$ cat src/rtl/core/hsvg_pkg.sv
// ============================================================================
// hsvg_pkg : shared types and constants for the HSV to GRB pixel converter
// Sector coding, stage numbering and the fixed arithmetic constants.
// ============================================================================
package hsvg_pkg;

    localparam int IDX_W  = 3;
    localparam int CHAN_W = 8;

    // Pipeline stage numbering
    localparam int ST_SECTOR  = 0;
    localparam int ST_PRODUCT = 1;
    localparam int ST_MIX     = 2;
    localparam int ST_GAMMA0  = 3;
    localparam int GAMMA_DEPTH = 4;
    localparam int PIPE_DEPTH  = ST_GAMMA0 + GAMMA_DEPTH;

    localparam logic [CHAN_W-1:0] HUE_SECTOR   = 8'd43;
    localparam logic [CHAN_W-1:0] CHAN_MAX     = 8'd255;
    localparam logic [CHAN_W-1:0] GAMMA_GAIN   = 8'd251;
    localparam logic [CHAN_W-1:0] GAMMA_OFFSET = 8'd4;

    typedef enum logic [2:0] {
        SEC_RED     = 3'd0,
        SEC_YELLOW  = 3'd1,
        SEC_GREEN   = 3'd2,
        SEC_CYAN    = 3'd3,
        SEC_BLUE    = 3'd4,
        SEC_MAGENTA = 3'd5
    } t_sector;

    typedef logic [PIPE_DEPTH-1:0] t_stage_en;

    // First hue value of each sector
    function automatic logic [CHAN_W-1:0] sector_base(input t_sector sec);
        logic [CHAN_W-1:0] base;
        case (sec)
            SEC_RED:     base = '0;
            SEC_YELLOW:  base = HUE_SECTOR;
            SEC_GREEN:   base = CHAN_W'(2 * HUE_SECTOR);
            SEC_CYAN:    base = CHAN_W'(3 * HUE_SECTOR);
            SEC_BLUE:    base = CHAN_W'(4 * HUE_SECTOR);
            SEC_MAGENTA: base = CHAN_W'(5 * HUE_SECTOR);
            default:     base = '0;
        endcase
        return base;
    endfunction

    // hue / 43 by threshold compare
    function automatic t_sector hue_sector(input logic [CHAN_W-1:0] hue);
        t_sector sec;
        if (hue >= sector_base(SEC_MAGENTA)) begin
            sec = SEC_MAGENTA;
        end else if (hue >= sector_base(SEC_BLUE)) begin
            sec = SEC_BLUE;
        end else if (hue >= sector_base(SEC_CYAN)) begin
            sec = SEC_CYAN;
        end else if (hue >= sector_base(SEC_GREEN)) begin
            sec = SEC_GREEN;
        end else if (hue >= sector_base(SEC_YELLOW)) begin
            sec = SEC_YELLOW;
        end else begin
            sec = SEC_RED;
        end
        return sec;
    endfunction

endpackage

$ cat src/rtl/core/hsvg_sector.sv
// ============================================================================
// hsvg_sector : hue sector and scaled remainder stage
// Splits the hue into one of six sectors and the offset inside it times six.
// ============================================================================
module hsvg_sector (
    input  logic                                i_clk,
    input  hsvg_pkg::t_stage_en                 i_en,
    input  logic [hsvg_pkg::CHAN_W-1:0]         i_hue,
    input  logic [hsvg_pkg::CHAN_W-1:0]         i_saturation,
    input  logic [hsvg_pkg::CHAN_W-1:0]         i_brightness,
    output hsvg_pkg::t_sector                   o_sector,
    output logic [hsvg_pkg::CHAN_W-1:0]         o_rem,
    output logic [hsvg_pkg::CHAN_W-1:0]         o_saturation,
    output logic [hsvg_pkg::CHAN_W-1:0]         o_brightness
);

    hsvg_pkg::t_sector                  n_sector;
    logic [hsvg_pkg::CHAN_W-1:0]        n_diff;
    logic [hsvg_pkg::CHAN_W-1:0]        n_rem;

    hsvg_pkg::t_sector                  r_sector;
    logic [hsvg_pkg::CHAN_W-1:0]        r_rem;
    logic [hsvg_pkg::CHAN_W-1:0]        r_saturation;
    logic [hsvg_pkg::CHAN_W-1:0]        r_brightness;

    always_comb begin
        n_sector = hsvg_pkg::hue_sector(i_hue);
        n_diff   = i_hue - hsvg_pkg::sector_base(n_sector);
        // offset stays below 43, so six times it fits a byte: 4x + 2x
        n_rem    = {n_diff[5:0], 2'b00} + {1'b0, n_diff[5:0], 1'b0};
    end

    always_ff @(posedge i_clk) begin
        if (i_en[hsvg_pkg::ST_SECTOR]) begin
            r_sector     <= n_sector;
            r_rem        <= n_rem;
            r_saturation <= i_saturation;
            r_brightness <= i_brightness;
        end
    end

    assign o_sector     = r_sector;
    assign o_rem        = r_rem;
    assign o_saturation = r_saturation;
    assign o_brightness = r_brightness;

endmodule

$ cat src/rtl/core/hsvg_mix.sv
// ============================================================================
// hsvg_mix : p, q and t products and channel selection
// Two stages: first-level products, then q and t and the per-sector mux.
// ============================================================================
module hsvg_mix (
    input  logic                                i_clk,
    input  hsvg_pkg::t_stage_en                 i_en,
    input  hsvg_pkg::t_sector                   i_sector,
    input  logic [hsvg_pkg::CHAN_W-1:0]         i_rem,
    input  logic [hsvg_pkg::CHAN_W-1:0]         i_saturation,
    input  logic [hsvg_pkg::CHAN_W-1:0]         i_brightness,
    output logic [hsvg_pkg::CHAN_W-1:0]         o_red,
    output logic [hsvg_pkg::CHAN_W-1:0]         o_green,
    output logic [hsvg_pkg::CHAN_W-1:0]         o_blue
);

    localparam int PW = 2 * hsvg_pkg::CHAN_W;

    logic [PW-1:0]                  n_p_prod;
    logic [PW-1:0]                  n_sq_prod;
    logic [PW-1:0]                  n_st_prod;
    logic [PW-1:0]                  n_q_prod;
    logic [PW-1:0]                  n_t_prod;
    logic [hsvg_pkg::CHAN_W-1:0]    n_q;
    logic [hsvg_pkg::CHAN_W-1:0]    n_t;
    logic [hsvg_pkg::CHAN_W-1:0]    n_red;
    logic [hsvg_pkg::CHAN_W-1:0]    n_green;
    logic [hsvg_pkg::CHAN_W-1:0]    n_blue;

    logic [hsvg_pkg::CHAN_W-1:0]    r_p;
    logic [hsvg_pkg::CHAN_W-1:0]    r_sq;
    logic [hsvg_pkg::CHAN_W-1:0]    r_st;
    logic [hsvg_pkg::CHAN_W-1:0]    r_bri;
    hsvg_pkg::t_sector              r_sector;
    logic                           r_grey;
    logic [hsvg_pkg::CHAN_W-1:0]    r_red;
    logic [hsvg_pkg::CHAN_W-1:0]    r_green;
    logic [hsvg_pkg::CHAN_W-1:0]    r_blue;

    // products of the first level
    always_comb begin
        n_p_prod  = PW'(i_brightness) * PW'(hsvg_pkg::CHAN_MAX - i_saturation);
        n_sq_prod = PW'(i_saturation) * PW'(i_rem);
        n_st_prod = PW'(i_saturation) * PW'(hsvg_pkg::CHAN_MAX - i_rem);
    end

    always_ff @(posedge i_clk) begin
        if (i_en[hsvg_pkg::ST_PRODUCT]) begin
            r_p      <= n_p_prod[PW-1:hsvg_pkg::CHAN_W];
            r_sq     <= n_sq_prod[PW-1:hsvg_pkg::CHAN_W];
            r_st     <= n_st_prod[PW-1:hsvg_pkg::CHAN_W];
            r_bri    <= i_brightness;
            r_sector <= i_sector;
            r_grey   <= (i_saturation == '0);
        end
    end

    // q and t, then route to channels
    always_comb begin
        n_q_prod = PW'(r_bri) * PW'(hsvg_pkg::CHAN_MAX - r_sq);
        n_t_prod = PW'(r_bri) * PW'(hsvg_pkg::CHAN_MAX - r_st);
        n_q      = n_q_prod[PW-1:hsvg_pkg::CHAN_W];
        n_t      = n_t_prod[PW-1:hsvg_pkg::CHAN_W];
        case (r_sector)
            hsvg_pkg::SEC_RED: begin
                n_red = r_bri; n_green = n_t; n_blue = r_p;
            end
            hsvg_pkg::SEC_YELLOW: begin
                n_red = n_q; n_green = r_bri; n_blue = r_p;
            end
            hsvg_pkg::SEC_GREEN: begin
                n_red = r_p; n_green = r_bri; n_blue = n_t;
            end
            hsvg_pkg::SEC_CYAN: begin
                n_red = r_p; n_green = n_q; n_blue = r_bri;
            end
            hsvg_pkg::SEC_BLUE: begin
                n_red = n_t; n_green = r_p; n_blue = r_bri;
            end
            default: begin
                n_red = r_bri; n_green = r_p; n_blue = n_q;
            end
        endcase
        if (r_grey) begin
            n_red   = r_bri;
            n_green = r_bri;
            n_blue  = r_bri;
        end
    end

    always_ff @(posedge i_clk) begin
        if (i_en[hsvg_pkg::ST_MIX]) begin
            r_red   <= n_red;
            r_green <= n_green;
            r_blue  <= n_blue;
        end
    end

    assign o_red   = r_red;
    assign o_green = r_green;
    assign o_blue  = r_blue;

endmodule

$ cat src/rtl/core/hsvg_gamma.sv
// ============================================================================
// hsvg_gamma : gamma correction of one channel
// Cube, scale by 251, keep the top byte and add the offset; zero stays zero.
// ============================================================================
module hsvg_gamma (
    input  logic                                i_clk,
    input  hsvg_pkg::t_stage_en                 i_en,
    input  logic [hsvg_pkg::CHAN_W-1:0]         i_chan,
    output logic [hsvg_pkg::CHAN_W-1:0]         o_chan
);

    localparam int CW  = hsvg_pkg::CHAN_W;
    localparam int SW  = 2 * CW;
    localparam int KW  = 3 * CW;
    localparam int YW  = 4 * CW;

    logic [YW-1:0]  n_y;

    logic [CW-1:0]  r_c;
    logic [SW-1:0]  r_c2;
    logic           r_nz_a;
    logic [KW-1:0]  r_c3;
    logic           r_nz_b;
    logic [CW-1:0]  r_y;
    logic           r_nz_c;
    logic [CW-1:0]  r_out;

    assign n_y = YW'(r_c3) * YW'(hsvg_pkg::GAMMA_GAIN);

    always_ff @(posedge i_clk) begin
        if (i_en[hsvg_pkg::ST_GAMMA0]) begin
            r_c    <= i_chan;
            r_c2   <= SW'(i_chan) * SW'(i_chan);
            r_nz_a <= (i_chan != '0);
        end
        if (i_en[hsvg_pkg::ST_GAMMA0 + 1]) begin
            r_c3   <= KW'(r_c2) * KW'(r_c);
            r_nz_b <= r_nz_a;
        end
        if (i_en[hsvg_pkg::ST_GAMMA0 + 2]) begin
            r_y    <= n_y[YW-1:YW-CW];
            r_nz_c <= r_nz_b;
        end
        if (i_en[hsvg_pkg::ST_GAMMA0 + 3]) begin
            r_out  <= r_nz_c ? (r_y + hsvg_pkg::GAMMA_OFFSET) : '0;
        end
    end

    assign o_chan = r_out;

endmodule

$ cat src/rtl/core/hsv_to_grb_led_pixel.sv
// ============================================================================
// hsv_to_grb_led_pixel : HSV colour to gamma-corrected GRB LED pixel
// Seven-stage pipeline from hue/saturation/brightness to LED byte order.
// ============================================================================
// Usage
//   Input channel: present led_index, hue, saturation and brightness with
//   i_valid; a transfer takes place at a clock edge with i_valid high and
//   o_stall low. Output channel: o_valid with the LED index and the green,
//   red and blue bytes; a transfer takes place when o_valid is high and
//   i_stall is low.
//   An input transfer passes the sector, product, mix and gamma stage
//   registers in turn to o_valid. Throughput is one pixel per cycle when
//   i_stall is low; the seven registered stages hold one item each.
//   Each stage advances when it is empty or its successor advances, so
//   bubbles collapse and a stalled receiver only backs up the pipeline
//   once every stage holds an item; then o_stall rises and the output
//   payload holds until taken.
//   Reset (synchronous, active low) drops every item in flight; payload
//   registers are not cleared. The LED index is passed through untouched,
//   also when it lies beyond the string.
// ============================================================================
module hsv_to_grb_led_pixel (
    input  logic                                i_clk,
    input  logic                                i_rst_n,
    // input channel
    input  logic                                i_valid,
    output logic                                o_stall,
    input  logic [hsvg_pkg::IDX_W-1:0]          i_led_index,
    input  logic [hsvg_pkg::CHAN_W-1:0]         i_hue,
    input  logic [hsvg_pkg::CHAN_W-1:0]         i_saturation,
    input  logic [hsvg_pkg::CHAN_W-1:0]         i_brightness,
    // output channel
    output logic                                o_valid,
    input  logic                                i_stall,
    output logic [hsvg_pkg::IDX_W-1:0]          o_pixel_index,
    output logic [hsvg_pkg::CHAN_W-1:0]         o_green_out,
    output logic [hsvg_pkg::CHAN_W-1:0]         o_red_out,
    output logic [hsvg_pkg::CHAN_W-1:0]         o_blue_out
);

    localparam int DEPTH = hsvg_pkg::PIPE_DEPTH;

    // stage valid bits and per-stage advance
    logic [DEPTH-1:0]               r_vld;
    logic [DEPTH-1:0]               n_vld;
    hsvg_pkg::t_stage_en            rdy;

    // LED index delay line, one tap per stage
    logic [hsvg_pkg::IDX_W-1:0]     r_idx [DEPTH];

    // datapath between parts
    hsvg_pkg::t_sector              s0_sector;
    logic [hsvg_pkg::CHAN_W-1:0]    s0_rem;
    logic [hsvg_pkg::CHAN_W-1:0]    s0_sat;
    logic [hsvg_pkg::CHAN_W-1:0]    s0_bri;
    logic [hsvg_pkg::CHAN_W-1:0]    mix_red;
    logic [hsvg_pkg::CHAN_W-1:0]    mix_green;
    logic [hsvg_pkg::CHAN_W-1:0]    mix_blue;

    // A stage may load when it is empty or the one after it moves on.
    always_comb begin
        rdy[DEPTH-1] = !r_vld[DEPTH-1] || !i_stall;
        for (int k = DEPTH - 2; k >= 0; k--) begin
            rdy[k] = !r_vld[k] || rdy[k+1];
        end
    end

    assign n_vld = {r_vld[DEPTH-2:0], i_valid};

    always_ff @(posedge i_clk) begin
        if (!i_rst_n) begin
            r_vld <= '0;
        end else begin
            for (int k = 0; k < DEPTH; k++) begin
                if (rdy[k]) begin
                    r_vld[k] <= n_vld[k];
                end
            end
        end
    end

    // Index travels alongside the colour; no reset needed on payload.
    always_ff @(posedge i_clk) begin
        if (rdy[0]) begin
            r_idx[0] <= i_led_index;
        end
        for (int k = 1; k < DEPTH; k++) begin
            if (rdy[k]) begin
                r_idx[k] <= r_idx[k-1];
            end
        end
    end

    hsvg_sector u_sector (
        .i_clk        (i_clk),
        .i_en         (rdy),
        .i_hue        (i_hue),
        .i_saturation (i_saturation),
        .i_brightness (i_brightness),
        .o_sector     (s0_sector),
        .o_rem        (s0_rem),
        .o_saturation (s0_sat),
        .o_brightness (s0_bri)
    );

    hsvg_mix u_mix (
        .i_clk        (i_clk),
        .i_en         (rdy),
        .i_sector     (s0_sector),
        .i_rem        (s0_rem),
        .i_saturation (s0_sat),
        .i_brightness (s0_bri),
        .o_red        (mix_red),
        .o_green      (mix_green),
        .o_blue       (mix_blue)
    );

    hsvg_gamma u_gamma_green (
        .i_clk  (i_clk),
        .i_en   (rdy),
        .i_chan (mix_green),
        .o_chan (o_green_out)
    );

    hsvg_gamma u_gamma_red (
        .i_clk  (i_clk),
        .i_en   (rdy),
        .i_chan (mix_red),
        .o_chan (o_red_out)
    );

    hsvg_gamma u_gamma_blue (
        .i_clk  (i_clk),
        .i_en   (rdy),
        .i_chan (mix_blue),
        .o_chan (o_blue_out)
    );

    // Back-pressure only when the first stage cannot load.
    assign o_stall       = !rdy[0];
    assign o_valid       = r_vld[DEPTH-1];
    assign o_pixel_index = r_idx[DEPTH-1];

endmodule

$ cat config.mk
export PLATFORM = sky130hd
export DESIGN_NAME = hsv_to_grb_led_pixel
export DESIGN_NICKNAME = d
export VERILOG_FILES = /design/src/rtl/core/hsvg_pkg.sv /design/src/rtl/core/hsvg_sector.sv /design/src/rtl/core/hsvg_mix.sv /design/src/rtl/core/hsvg_gamma.sv /design/src/rtl/core/hsv_to_grb_led_pixel.sv
export SDC_FILE = /design/constraint.sdc
export NUM_CORES = 2
export LEC_CHECK = 0
export ABC_AREA = 1
export BUFFER_PORTS_ARGS = -buffer_cell sky130_fd_sc_hd__buf_2
export CAP_MARGIN = 20
export CELL_PAD_IN_SITES_DETAIL_PLACEMENT = 1
export CELL_PAD_IN_SITES_GLOBAL_PLACEMENT = 1
export CORE_UTILIZATION = 35
export CTS_CLUSTER_DIAMETER = 150
export DETAILED_ROUTE_END_ITERATION = 7
export GPL_TIMING_DRIVEN = 0
export PLACE_DENSITY_LB_ADDON = 0.12
export SLEW_MARGIN = 5
export SYNTH_ARGS = -nofsm -noshare
export SYNTH_HDL_FRONTEND = slang
export SYNTH_SLANG_ARGS = --single-unit
export TNS_END_PERCENT = 30
$ cat constraint.sdc
create_clock -name i_clk -period 16 [get_ports i_clk]
set_clock_uncertainty 0.1 [all_clocks]
set_input_delay 0.8 -clock i_clk [delete_from_list [all_inputs] [get_ports i_clk]]
set_output_delay 0.8 -clock i_clk [all_outputs]
set_load 0.05 [all_outputs]
=== After elaboration in Yosys (flattened, before gate mapping) ===
Memory sizes are Yosys's and may differ from the RTL's.
Index checks and enable logic that the tools add are counted.

* $add $sub $neg: 9
* Multipliers: 14
* $lt $le $gt $ge: 5
* Eq/ne operators: 9
* Muxes and demuxes: 26
* Reductions and logical operators: 25

{| class="wikitable"
|+ Operators by type and width
! operator !! number
|-
| multiplier 24 x 8 -> 32 bit, second input constant || 3
|-
| multiplier 16 x 8 -> 24 bit || 3
|-
| case mux 8 bit (3 select lines) || 3
|-
| multiplier 8 x 16 -> 16 bit || 4
|-
| multiplier 8 x 8 -> 16 bit || 4
|-
| subtractor 8 x 8 -> 9 bit, first input constant || 4
|-
| case mux 6 bit (5 select lines) || 1
|-
| adder 8 x 3 -> 8 bit, second input constant || 3
|-
| >= comparator 8 bit, second input constant || 3
|-
| two-way mux 8 bit || 3
|-
| nonzero test 8 bit || 3
|-
| two-way mux 1 bit || 15
|-
| == test 3 x 2 -> 1 bit, second input constant || 4
|-
| two-way mux 3 bit || 4
|-
| == test 3 bit, second input constant || 3
|-
| logical NOT 1 bit || 9
|-
| adder 8 x 7 -> 8 bit || 1
|-
| >= comparator 8 x 6 -> 1 bit, second input constant || 1
|-
| >= comparator 8 x 7 -> 1 bit, second input constant || 1
|-
| logical NOT 8 bit || 1
|-
| OR reduction 2 bit || 4
|-
| logical OR 1 bit || 7
|-
| == test 3 x 1 -> 1 bit, second input constant || 2
|-
| subtractor 6 bit || 1
|-
| logical NOT 3 bit || 1
|}

* Flip-flop bits (word level): 295
* Memory bits (writable): 21
* Word-level logic and storage cells: 133
* Memories: 1

{| class="wikitable"
|+ Memories
! memory !! words !! bits a word !! rd ports !! clocked after Yosys merged registers in !! write ports !! RTL line !! source
|-
| r_idx || 7 || 3 || 7 || 0 || 7 || hsv_to_grb_led_pixel.sv:49 || <nowiki>logic [hsvg_pkg::IDX_W-1:0] r_idx [DEPTH];</nowiki>
|}

=== Logic depth before layout (Yosys ltp) ===
* Word-level depth: 10
* Gate-level depth with buffers: 25

=== Cells and area by module ===
Synthesis repeated with hierarchy kept, for this count alone.

* Cell total of the unflattened synthesis: 6,680
* Area, all modules: 54,141.9 um^2

{| class="wikitable"
|+ Modules (own cells, without submodules)
! module !! instances !! cells each !! area an instance (um^2) !! seq. area each (um^2)
|-
| hsvg_mix || 1 || 1,693 || 13,026.2 || 1,801.7
|-
| hsvg_gamma (u_gamma_blue) || 1 || 1,617 || 13,005.0 || 1,951.9
|-
| hsvg_gamma (u_gamma_green) || 1 || 1,613 || 12,993.7 || 1,951.9
|-
| hsvg_gamma (u_gamma_red) || 1 || 1,569 || 12,789.8 || 1,951.9
|-
| hsvg_sector || 1 || 136 || 1,436.4 || 780.7
|-
| hsv_to_grb_led_pixel || 1 || 52 || 890.9 || 770.7
|}

=== Worst setup path after synthesis ===
OpenSTA, ideal clock, no wires.

* Path kind: input to output
* Start: in i_stall
* End: out o_stall
* Arrival time: 5,360 ps
* Slack: 9,740 ps
* Stages: 12
* Path buffers: 0
* Path through: nand2_1 -> nor2_1 -> inv_2 -> nor2_2 -> inv_2 -> nor2_1 -> inv_2 -> nor2_2 -> inv_2 -> nor2_2 -> nand2_1 -> inv_2

* Cells in the longest elaborated chain, start to end: 9

{| class="wikitable"
|+ Ends and longest elaborated chain
! element !! RTL line !! source
|-
| start: declaration || hsv_to_grb_led_pixel.sv:34 || <nowiki>input logic i_stall,</nowiki>
|-
| logical NOT 1 bit || hsv_to_grb_led_pixel.sv:62 || <nowiki>rdy[DEPTH-1] = !r_vld[DEPTH-1] || !i_stall;</nowiki>
|-
| logical OR 1 bit || hsv_to_grb_led_pixel.sv:62 ||
|-
| logical OR 1 bit || hsv_to_grb_led_pixel.sv:64 || <nowiki>rdy[k] = !r_vld[k] || rdy[k+1];</nowiki>
|-
| net rdy[5] || hsv_to_grb_led_pixel.sv:46 || <nowiki>hsvg_pkg::t_stage_en rdy;</nowiki>
|-
| logical OR 1 bit || hsv_to_grb_led_pixel.sv:64 ||
|-
| net rdy[4] || hsv_to_grb_led_pixel.sv:46 ||
|-
| logical OR 1 bit || hsv_to_grb_led_pixel.sv:64 ||
|-
| net rdy[3] || hsv_to_grb_led_pixel.sv:46 ||
|-
| logical OR 1 bit || hsv_to_grb_led_pixel.sv:64 ||
|-
| net rdy[2] || hsv_to_grb_led_pixel.sv:46 ||
|-
| logical OR 1 bit (2 in a row) || hsv_to_grb_led_pixel.sv:64 ||
|-
| logical NOT 1 bit || hsv_to_grb_led_pixel.sv:140 || <nowiki>assign o_stall = !rdy[0];</nowiki>
|-
| end: declaration || hsv_to_grb_led_pixel.sv:27 || <nowiki>output logic o_stall,</nowiki>
|}

The timed path passes the listed nets, and every way through them passes these cells.

=== Worst setup path in the final report ===
* Start: reg u_sector.r_saturation (netlist bit u_sector.o_saturation[2])
* End: reg u_mix.r_st[4] in the netlist's numbering, data pin

* Cells in the longest elaborated chain, start to end: 1

{| class="wikitable"
|+ Ends and longest elaborated chain
! element !! RTL line !! source
|-
| start: declaration || hsvg_sector.sv:23 || <nowiki>logic [hsvg_pkg::CHAN_W-1:0] r_saturation;</nowiki>
|-
| start signal: assignment || hsvg_sector.sv:37 || <nowiki>r_saturation <= i_saturation;</nowiki>
|-
| multiplier 8 x 16 -> 16 bit || hsvg_mix.sv:44 || <nowiki>n_st_prod = PW'(i_saturation) * PW'(hsvg_pkg::CHAN_MAX - i_rem);</nowiki>
|-
| net u_mix.n_st_prod[12] || hsvg_mix.sv:21 || <nowiki>logic [PW-1:0] n_st_prod;</nowiki>
|-
| end signal: assignment || hsvg_mix.sv:51 || <nowiki>r_st <= n_st_prod[PW-1:hsvg_pkg::CHAN_W];</nowiki>
|-
| end: declaration || hsvg_mix.sv:32 || <nowiki>logic [hsvg_pkg::CHAN_W-1:0] r_st;</nowiki>
|}

The timed path passes the listed nets, and every way through them passes these cells.
A chain may end at the register's enable or synchronous reset.

==> metrics <==
post-synthesis register bit count=309; worst r2r dst=u_mix.r_st[4]$_DFFE_PP_; clock-pin slew on the worst setup and hold paths=0.06 ns; most instantiated cells after synthesis=inv_1 (1546), nand2_1 (1253), fa_1 (801), ha_1 (617), nor2_1 (349); FF-to-FF Start=u_sector.o_saturation[2]$_DFFE_PN_; FILL cells=around 17000; area grow syn2layout=8.28%; count leader, synth=inv_1; Hold EP=u_sector.o_saturation[4]$_DFFE_PN_; final setup violation count=0; synthesized cell area=51800 um^2; Vias=about 38000; Synth area leader=fa_1; Die X=about 390 um; Reg2Reg Depth=17; area of the multi-input gates=36100 um^2; Max-cap violations=0; WL/cell=around 16 um; row count=140; Yosys top cell area share=roughly 31%; number of antenna violations at the first check in global routing=1; top cells by area, synth=fa_1 (31%), edfxtp_1 (18%), ha_1 (15%); async set-or-reset flop fraction in the synthesized netlist=0%; total clock sinks=309; setup TNS=0 ns; WHS Path Cells=1; max-slew violations=0; CTS tree=built; CTS H-Tree Depth=2; cell count after synthesis=between 6000 and 7000; vias per cell=4.67; FF/Latch Area=9210 um^2; count of input and output buffers=59; achievable frequency=185 MHz; final wirelength=around 130000 um; Hold Crit Class=input pin to register; Tightest Pin Transition=around 1 ns; overall routing resource usage=18.1%; Post-synth EDFFs=between 300 and 400; clk buf depth=3; DIE AREA=149000 um^2; largest net degree at the start of global routing=68; Reg2Reg Setup Slack=10.60 ns; worst hold slack=between 0.2 and 0.25 ns; Critical Path Start Type=register; sequential area share after synthesis=17.8%; TritonRoute pass-1 iters=5; I/O pin total=60; vias in the first global route=between 40000 and 50000; Primary FF master, synth=edfxtp_1; Critical Path RT=16.27 ns; Critical Path Sink Type=register; post-DP HPWL=roughly 110000 um; nets=approximately 7600; DRC marker count from the first detailed-route iteration=1199; crit-path max FO=10; worst skew pair latency=about 0.62 ns; Die H=387 um; # DRC=0; Worst Hold Launch=i_saturation[4]; layout cells sized above 1=3.43%; Starting Density=35.4%; Cell variety after synth=50; unrepaired setup endpoints after global routing=false; Tcrit/Tclk final=33.7%; synthesized area per cell=8.53 um^2; min cycle time layout=5.40 ns; CTS resizes=0; outcome=completed; post-route antenna net violation count=0; Slew headroom=34.1%; Post-CTS Hold Fix Bufs=0; clock root buffer=clkbuf_16; GP Congestion=0.836; Core Region=146000 um^2; first-pass GRT wire length=220000 um; Crit Path Class=register to register; Post-CTS Setup Inserts=0; Inserted Clock Buffers=between 40 and 50; gr ovfl total=0; Final Hold Viols=0; crit path DAT=5.67 ns; Ys Warns=0
-- worst max-delay path, cell delays in order (launching register included) --
cell and delay (ns):
edfxtp_1 0.44, clkbuf_1 0.42, clkbuf_1 0.54, nand2_1 0.17, fa_1 0.54, fa_1 0.54, inv_1 0.05, fa_1 0.48
inv_1 0.05, fa_1 0.48, inv_1 0.04, ha_1 0.30, a21oi_1 0.21, o21ai_0 0.14, a21oi_2 0.19, o21ai_1 0.13
a21oi_1 0.23, xor2_1 0.10
-- metrics by stage --
stage	setup slack [ns]	util (%)	area, um^2	instances
after CTS	10.54	38.3	56000	8131
after detailed placement	10.55	37.3	54600	8048
final	10.60	38.3	56000	8132
after floorplan	9.74	-	51800	6068
after global routing	10.35	38.3	56000	8131
after global placement	7.05	37.2	54500	8044
-- layer usage --
metal | vias up | global-route usage (%) | part of all wire, %
met3 | 150 | 1.38 | 1.6
met2 | 269 | 32.8 | 49
met4 | 0 | 4.73 | 2.5
met5 | - | 0 | 0
met1 | 18900 | 23.1 | 46
li1 | 18700 | - | -
-- cell usage in the layout (no fill, tap or decap), types with 29 or more instances in the layout --
cell type     n
a21o_1       31
nand4_1      44
fa_1        801
buf_2        64
nand3_1     184
clkbuf_1    118
edfxtp_1    302
xor2_1      100
inv_1      1545
nor3_1       44
o21bai_1     38
o21ai_0     105
clkbuf_16    47
a21oi_1     240
o21ai_1      31
ha_1        617
nand2_1    1251
xnor2_1      54
inv_2        29
nor2_1      349
-- cells by family after synthesis --
group                    share of synthesized area (%)
AND/OR/NAND/NOR                                   15.1
buffers and inverters                             12.6
adder cells (fa/ha/maj)                           45.9
AO/OA/AOI/OAI                                     6.00
flip-flops                                        17.8
XOR/XNOR                                          2.61
other                                           0.0145
-- worst max path at each step --
stage                                            start                 endpoint  slack (ns)  depth (start not counted)
global route                     r_vld[6]$_SDFFE_PN0P_                  o_stall       10.35                         13
CTS                              r_vld[6]$_SDFFE_PN0P_                  o_stall       10.54                         13
detailed placement  u_sector.o_saturation[2]$_DFFE_PN_  u_mix.r_st[4]$_DFFE_PP_       10.55                         17
global placement                               i_stall                  o_stall        7.05                         14
floorplan                                      i_stall                  o_stall        9.74                         12
finish              u_sector.o_saturation[2]$_DFFE_PN_  u_mix.r_st[4]$_DFFE_PP_       10.60                         17
-- layout make-up --
| type | instances | share of cell area [%] |
|---|---|---|
| Clock inverter | 27 | 0.460 |
| Clock buffer | 56 | 2.16 |
| Buffer | 133 | 1.01 |
| Multi-Input combinational cell | 4045 | 64.4 |
| Sequential cell | 309 | 16.4 |
| Inverter | 1581 | 10.6 |
| Tap cell | 1917 | 4.28 |
| Timing Repair Buffer | 63 | 0.697 |
| Antenna cell | 1 | 0.00447 |
-- flip-flops by register name, indices dropped and copies added, names as in the netlist, 15 cells and up --
| name | count |
|---|---|
| u_gamma_blue.r_c3 | 24 |
| u_gamma_green.r_c3 | 24 |
| u_gamma_red.r_c3 | 24 |
| r_idx | 21 |
| u_gamma_blue.r_c2 | 15 |
| u_gamma_green.r_c2 | 15 |
| u_gamma_red.r_c2 | 15 |
Power is left out: the tool's default activity adds up to more than one toggle a clock period on the data nets, which glitch-free logic cannot reach.
